**src/rtl/core/mrc_pkg.sv**
```systemverilog
// shared types and constants for the mru key/value cache core
// no dependencies; imported by every module of the block
package mrc_pkg;

  localparam int NUM_ENTRIES = 16;
  localparam int SLOT_W      = $clog2(NUM_ENTRIES);
  localparam int CNT_W       = $clog2(NUM_ENTRIES + 1);
  localparam int KEY_W       = 32;
  localparam int VAL_W       = 32;
  localparam int CAP_W       = 5;

  localparam logic [CAP_W-1:0] CAP_RESET = CAP_W'(16);

  localparam logic ACT_GET = 1'b0;
  localparam logic ACT_PUT = 1'b1;

  localparam logic [VAL_W-1:0] MISS_VALUE = '1;
  localparam logic [VAL_W-1:0] PUT_VALUE  = '0;

  // controller to datapath commands
  typedef struct packed {
    logic capture;
    logic compare;
    logic commit;
  } mrc_cmd_t;

  // index of the lowest set bit, zero when none is set
  function automatic logic [SLOT_W-1:0] first_set(input logic [NUM_ENTRIES-1:0] v);
    logic [SLOT_W-1:0] idx;
    idx = '0;
    for (int i = NUM_ENTRIES - 1; i >= 0; i--) begin
      if (v[i]) begin
        idx = SLOT_W'(i);
      end
    end
    return idx;
  endfunction

endpackage

```
**src/rtl/core/mrc_ctrl.sv**
```systemverilog
// sequencer for the mru key/value cache: capture, compare, commit
// depends on mrc_pkg for the command struct
module mrc_ctrl import mrc_pkg::*; (
  input  logic     clk_i,
  input  logic     rst_ni,
  input  logic     start,
  output logic     busy,
  output mrc_cmd_t cmd_o
);

  typedef enum logic [1:0] {
    ST_IDLE,
    ST_LOOKUP,
    ST_COMMIT
  } state_e;

  state_e state_q;
  logic   busy_q;

  // state and busy flag
  always_ff @(posedge clk_i or negedge rst_ni) begin
    if (!rst_ni) begin
      state_q <= ST_IDLE;
      busy_q  <= 1'b0;
    end else begin
      case (state_q)
        ST_IDLE: begin
          if (start) begin
            state_q <= ST_LOOKUP;
            busy_q  <= 1'b1;
          end
        end
        ST_LOOKUP: begin
          state_q <= ST_COMMIT;
        end
        ST_COMMIT: begin
          state_q <= ST_IDLE;
          busy_q  <= 1'b0;
        end
        default: begin
          state_q <= ST_IDLE;
          busy_q  <= 1'b0;
        end
      endcase
    end
  end

  // commands decoded from state
  always_comb begin
    cmd_o.capture = (state_q == ST_IDLE) && start;
    cmd_o.compare = (state_q == ST_LOOKUP);
    cmd_o.commit  = (state_q == ST_COMMIT);
  end

  assign busy = busy_q;

endmodule

```
**src/rtl/core/mrc_datapath.sv**
```systemverilog
// entry table, parallel key compare, mru slot tracking and result register
// depends on mrc_pkg for sizes, codes and the command struct
module mrc_datapath import mrc_pkg::*; (
  input  logic             clk_i,
  input  logic             rst_ni,
  input  mrc_cmd_t         cmd_i,
  input  logic             action_i,
  input  logic [KEY_W-1:0] lookup_key_i,
  input  logic [VAL_W-1:0] write_value_i,
  input  logic             cfg_we_i,
  input  logic [CAP_W-1:0] cfg_data_i,
  output logic             valid_o,
  output logic             hit_o,
  output logic [VAL_W-1:0] read_value_o
);

  // captured word
  logic             act_q;
  logic [KEY_W-1:0] key_q;
  logic [VAL_W-1:0] val_q;

  // entry store
  logic [KEY_W-1:0]       keys_q   [NUM_ENTRIES];
  logic [VAL_W-1:0]       values_q [NUM_ENTRIES];
  logic [NUM_ENTRIES-1:0] valid_q;
  logic [SLOT_W-1:0]      recent_q;
  logic [CNT_W-1:0]       occ_q;
  logic [CAP_W-1:0]       cap_q;

  // compare results
  logic              hit_q;
  logic [SLOT_W-1:0] slot_q;
  logic              free_ok_q;
  logic [SLOT_W-1:0] free_slot_q;
  logic              evict_q;

  // result register
  logic             res_valid_q;
  logic             res_hit_q;
  logic [VAL_W-1:0] res_value_q;

  logic [NUM_ENTRIES-1:0] match;
  logic [CNT_W-1:0]       eff_cap;
  logic                   put_new;
  logic                   do_write;
  logic [SLOT_W-1:0]      target;

  // match vector over all entries
  always_comb begin
    for (int i = 0; i < NUM_ENTRIES; i++) begin
      match[i] = valid_q[i] && (keys_q[i] == key_q);
    end
  end

  // capacity clamped to one .. table size
  always_comb begin
    if (cap_q == '0) begin
      eff_cap = CNT_W'(1);
    end else if (CNT_W'(cap_q) > CNT_W'(NUM_ENTRIES)) begin
      eff_cap = CNT_W'(NUM_ENTRIES);
    end else begin
      eff_cap = CNT_W'(cap_q);
    end
  end

  // slot written by a put: the matching slot, else the mru slot on eviction, else the first free slot
  always_comb begin
    put_new  = cmd_i.commit && (act_q == ACT_PUT) && !hit_q;
    do_write = 1'b0;
    target   = free_slot_q;
    if (cmd_i.commit && (act_q == ACT_PUT)) begin
      if (hit_q) begin
        target   = slot_q;
        do_write = 1'b1;
      end else if (evict_q) begin
        target   = recent_q;
        do_write = 1'b1;
      end else if (free_ok_q) begin
        target   = free_slot_q;
        do_write = 1'b1;
      end
    end
  end

  // capture and compare registers
  always_ff @(posedge clk_i) begin
    if (cmd_i.capture) begin
      act_q <= action_i;
      key_q <= lookup_key_i;
      val_q <= write_value_i;
    end
    if (cmd_i.compare) begin
      hit_q       <= |match;
      slot_q      <= first_set(match);
      free_ok_q   <= |(~valid_q);
      free_slot_q <= first_set(~valid_q);
      evict_q     <= (occ_q >= eff_cap) && (occ_q != '0) && valid_q[recent_q];
    end
  end

  // key and value table, written on commit
  always_ff @(posedge clk_i) begin
    if (do_write) begin
      values_q[target] <= val_q;
      if (put_new) begin
        keys_q[target] <= key_q;
      end
    end
  end

  // valid bits, mru slot, occupancy and capacity
  always_ff @(posedge clk_i or negedge rst_ni) begin
    if (!rst_ni) begin
      valid_q  <= '0;
      recent_q <= '0;
      occ_q    <= '0;
      cap_q    <= CAP_RESET;
    end else begin
      if (cfg_we_i) begin
        cap_q <= cfg_data_i;
      end
      if (do_write) begin
        valid_q[target] <= 1'b1;
        recent_q        <= target;
        if (put_new && !evict_q) begin
          occ_q <= occ_q + CNT_W'(1);
        end
      end else if (cmd_i.commit && hit_q) begin
        recent_q <= slot_q;
      end
    end
  end

  // result strobe
  always_ff @(posedge clk_i or negedge rst_ni) begin
    if (!rst_ni) begin
      res_valid_q <= 1'b0;
    end else begin
      res_valid_q <= cmd_i.commit;
    end
  end

  // result word
  always_ff @(posedge clk_i) begin
    if (cmd_i.commit) begin
      res_hit_q <= hit_q;
      if (act_q == ACT_PUT) begin
        res_value_q <= PUT_VALUE;
      end else if (hit_q) begin
        res_value_q <= values_q[slot_q];
      end else begin
        res_value_q <= MISS_VALUE;
      end
    end
  end

  assign valid_o      = res_valid_q;
  assign hit_o        = res_hit_q;
  assign read_value_o = res_value_q;

endmodule

```
**src/rtl/core/mru_replacement_key_value_cache_core.sv**
```systemverilog
// Fully associative 16-entry key/value cache with most-recently-used eviction.
//
// Command channel: a word (action, lookup_key, write_value) is taken at a rising
// edge with start high and busy low. action 0 is a get, 1 is a put.
// Result channel: valid_o is high for exactly one cycle with hit_o and
// read_value_o; the receiver cannot stall and must take the word then.
// Config channel: cfg_valid_i/cfg_ready_o write capacity_limit (5 bits);
// cfg_ready_o is always high. Write it only while the block is idle.
//
// Sequencing: a word runs through capture, compare and commit, and no new word
// is taken until commit is done: compare does the parallel key compare and slot
// search, commit the table update and result register.
// Reset: the store comes up empty (valid bits and occupancy cleared), the
// mru slot is zero and capacity_limit is 16. No clearing pass is needed.
// Depends on mrc_pkg, mrc_ctrl and mrc_datapath.
module mru_replacement_key_value_cache_core import mrc_pkg::*; (
  input  logic             clk_i,
  input  logic             rst_ni,
  input  logic             start,
  output logic             busy,
  input  logic             action_i,
  input  logic [KEY_W-1:0] lookup_key_i,
  input  logic [VAL_W-1:0] write_value_i,
  output logic             valid_o,
  output logic             hit_o,
  output logic [VAL_W-1:0] read_value_o,
  input  logic             cfg_valid_i,
  output logic             cfg_ready_o,
  input  logic [CAP_W-1:0] cfg_data_i
);

  mrc_cmd_t cmd;

  // config channel never stalls
  assign cfg_ready_o = 1'b1;

  // sequencer
  mrc_ctrl u_ctrl (
    .clk_i  (clk_i),
    .rst_ni (rst_ni),
    .start  (start),
    .busy   (busy),
    .cmd_o  (cmd)
  );

  // table and result path
  mrc_datapath u_datapath (
    .clk_i         (clk_i),
    .rst_ni        (rst_ni),
    .cmd_i         (cmd),
    .action_i      (action_i),
    .lookup_key_i  (lookup_key_i),
    .write_value_i (write_value_i),
    .cfg_we_i      (cfg_valid_i && cfg_ready_o),
    .cfg_data_i    (cfg_data_i),
    .valid_o       (valid_o),
    .hit_o         (hit_o),
    .read_value_o  (read_value_o)
  );

endmodule

```
**config.mk**
```make
export PLATFORM = sky130hd
export DESIGN_NAME = mru_replacement_key_value_cache_core
export DESIGN_NICKNAME = d
export VERILOG_FILES = /design/src/rtl/core/mrc_pkg.sv /design/src/rtl/core/mrc_ctrl.sv /design/src/rtl/core/mrc_datapath.sv /design/src/rtl/core/mru_replacement_key_value_cache_core.sv
export SDC_FILE = /design/constraint.sdc
export NUM_CORES = 1
export LEC_CHECK = 0
export BUFFER_PORTS_ARGS = -buffer_cell sky130_fd_sc_hd__buf_2
export CAP_MARGIN = 30
export CORE_ASPECT_RATIO = 0.75
export CORE_MARGIN = 2
export CORE_UTILIZATION = 47
export DETAILED_ROUTE_END_ITERATION = 16
export PLACE_DENSITY = 0.7
export SYNTH_ARGS = -nofsm -noshare
export SYNTH_HDL_FRONTEND = slang
export SYNTH_HIERARCHICAL = 1
export SYNTH_SLANG_ARGS = --single-unit
```
**constraint.sdc**
```tcl
create_clock -name clk_i -period 14 [get_ports clk_i]
set_input_delay 0 -clock clk_i [delete_from_list [all_inputs] [get_ports clk_i]]
set_output_delay 0 -clock clk_i [all_outputs]
set_load 0.005 [all_outputs]
```
==> impl_metrics.ini <==
[run_status]
status = finished, final reports clean

[drt]
dr.pass1.iters = 5
vias = 23400
wl_mm = 106
vias_per_cell = 5.66
drtIter0Drc = 2718
wl_per_cell_um = 25.7
postRouteAntennaNets = 0
drcViolationCount = 0

[global_routing]
grtUsageTotal_pct = 20.9
grt_pass1_vias = 23900
grt_remaining_overflow = 0
grt_pass1_wl_mm = 157
grt_max_degree = 68
grt_antenna_before_repair = 2

[layout]
nets = 2800
final_util_pct = 55.0
drive_gt1_share_pct = 20.7
final-instance-count-excl-fill = 4129
nFillCells = 7272
areaGrowthSynthToFinish_pct = 15.6

[critical_path]
crit_path_start_kind = flip-flop
worstPathArrival_ns = 4.35
r2r_setup_slack_ns = 10.06
cp.required_ns = 14.41
cp_max_fo = 48
crit_path_end_kind = flip-flop
crit_type = reg -> reg

[timing]
finalClockSkew_ns = 0.0477
finalSetupViolCount = 0
drv_slew = 0
tightest_slew_ns = 0.992
rsz0062_at_grt = false
finalSetupTns_ns = 0
slew-limit-headroom_pct = 33.9
max_freq_mhz = 254
finalCritPeriodShare_pct = 28.2
min_period_ns = 3.94
whs_ns = 0.0291
finalHoldViolCount = 0

[pwr]
power.density_nw_per_um2 = 141
total_leakage_power_nw = 17.2
ir_worst_vdd_mv = 0.117
fin_total_pwr_mw = 7.59

[cts]
cts_buffers = 110
tritoncts = done
htreeDepth = 3
cts_sinks = 1167
cts-root-buf = clkbuf_16
clock_latency_ns = 0.70
clockBufferDepth = 3
path_clk_slew_ns = 0.07

[yosys]
synth-edff-count = 1133
synth_cells = 2415
seq_area_frac_synth_pct = 75.2
syn_area_per_cell_um2 = 19.2
syn_nets = 2496
ys_warn_count = 6
ys.flop_type = edfxtp_1
syn-cell-area_um2 = 46400
ys_ff_latch = 1167
ys_async_sr_fraction_pct = 2.91
synth.lib_cells_used.distinct = 55

[placement]
dp_hpwl_mm = 58.3
globalplace.congestion = 0.802
dp.cells = 3799
place.port_buffers = 108

[floorplanning]
die_x_um = 367
coreArea_um2 = 97500
die-height_um = 276
start_util_pct = 47.6
placementRows = 99
die-area_um2 = 101000
io_pins = 110

[worst_hold_path]
hp-class = in -> reg

[job]
drv_cap = 0
## flip-flops by register name (all words and copies together) (netlist names)
| signal | flops |
|---|---|
| u_datapath/hit_q | 1 |
| u_datapath/keys_q | 512 |
| u_datapath/recent_q | 4 |
| u_datapath/free_slot_q | 4 |
| u_datapath/cap_q | 5 |
| u_ctrl/state_q | 2 |
| u_datapath/occ_q | 5 |
| u_datapath/valid_o | 1 |
| u_ctrl/busy | 1 |
| u_datapath/read_value_o | 32 |
| u_datapath/val_q | 32 |
| u_datapath/hit_o | 1 |
| u_datapath/slot_q | 4 |
| u_datapath/values_q | 512 |
| u_datapath/evict_q | 1 |
| u_datapath/act_q | 1 |
| u_datapath/valid_q | 16 |
| u_datapath/free_ok_q | 1 |
| u_datapath/key_q | 32 |
## power by group
part           switching [mW]  leakage (nW)  total [mW]  internal [mW]
Sequential              0.110          10.7        4.05           3.94
Combinational           0.335          4.73       0.582          0.246
Clock                    1.29          1.76        2.96           1.67
Total                    1.74          17.2        7.59           5.85
## synthesized netlist by cell type, types with 29 or more instances
master | count | area, um2
a21oi_1 | 41 | 205
buf_2 | 45 | 225
clkbuf_1 | 35 | 131
dfrtp_1 | 33 | 826
edfxtp_1 | 1133 | 34000
inv_1 | 49 | 184
mux4_2 | 165 | 3720
nand4_1 | 95 | 594
nor2_1 | 35 | 131
nor3_1 | 29 | 145
nor4_1 | 49 | 307
xnor2_1 | 345 | 3020
xor2_1 | 163 | 1430
## stage by stage
stage | area (um2) | worst slack (ns)
after floorplan | 46400 | 8.02
after global placement | 48600 | 9.68
after detailed placement | 48800 | 9.94
after CTS | 53600 | 9.97
after global routing | 53600 | 9.70
final | 53600 | 10.06
## cell usage in the layout, fill, tap and decap left out, types with 5 or more instances in the layout
cell | Yosys | routed
a31oi_1 | 5 | 5
buf_4 | 14 | 72
buf_12 | 0 | 9
inv_1 | 49 | 49
dlygate4sd3_1 | 0 | 121
nor4_1 | 49 | 49
nor2_4 | 0 | 17
xor2_1 | 163 | 163
bufinv_16 | 0 | 11
nor2_1 | 35 | 18
or4_1 | 5 | 5
mux4_2 | 165 | 165
or2_2 | 12 | 12
nand4_1 | 95 | 95
clkbuf_16 | 0 | 111
nor3_1 | 29 | 13
nand2_1 | 28 | 28
a21oi_1 | 41 | 41
ha_1 | 7 | 7
nor3_2 | 0 | 16
nand3_1 | 19 | 19
edfxtp_1 | 1133 | 1133
xnor2_1 | 345 | 345
clkinv_1 | 0 | 28
clkbuf_1 | 35 | 20
o21ai_0 | 15 | 15
clkinv_2 | 0 | 26
nor2b_1 | 7 | 6
nand2b_1 | 6 | 6
buf_2 | 45 | 108
mux2_2 | 6 | 6
dfrtp_1 | 33 | 33
## path summary, 6_finish.rpt
kind,from,to,cells after the start
max,u_datapath/slot_q[0],u_datapath/read_value_o[16],8
min,lookup_key_i[15],u_datapath/key_q[15],2
max reg2reg,u_datapath/slot_q[0],u_datapath/read_value_o[16],8
min reg2reg,u_datapath/occ_q[4],u_datapath/occ_q[4],1
max in group asynchronous,rst_ni,u_datapath/valid_o,2
min in group asynchronous,rst_ni,u_datapath/valid_q[9],2
## per-layer routing
metal	vias to the layer above	GRT usage, %	wire (um)
li1	9955	-	-
met1	12200	30.7	45900
met2	1074	32.1	48700
met3	148	4.36	8860
met4	0	5.67	2530
met5	-	0	0
## logic make-up after synthesis
logic type | share of synthesized area, %
other cells | 0.00808
fa+ha+maj | 0.189
mux | 8.20
xor+xnor | 9.70
flops | 75.2
compound gates | 1.18
buf+inv | 1.92
simple gates | 3.63
## critical path, cell delays in order (launching register included)
cell and delay [ns]:
edfxtp_1 0.32, buf_4 0.55, buf_4 0.81, buf_4 0.35
buf_16 0.32, mux4_2 0.56, mux4_2 0.49, inv_1 0.08
a21oi_1 0.07
## area by class of cell
| type | count | area [um2] | area share, % |
|---|---|---|---|
| antenna | 1 | 2.50 | 0.00466 |
| clock buffer | 131 | 2850 | 5.32 |
| clock inverter | 77 | 748 | 1.39 |
| inverter | 49 | 184 | 0.343 |
| multi-input combinational | 1080 | 10800 | 20.2 |
| sequential | 1167 | 34900 | 65.0 |
| tap | 1313 | 1640 | 3.06 |
| timing repair buffer | 311 | 2500 | 4.66 |
## timing repair
action / 4_1_cts / 5_1_grt
endpoints found under the hold margin: 106 / 0
hold buffers: 121 / 0
gates resized for setup: 0 / 0
buffers inserted: 0 / 0
Note: power is estimated with default switching activity, not from simulation.
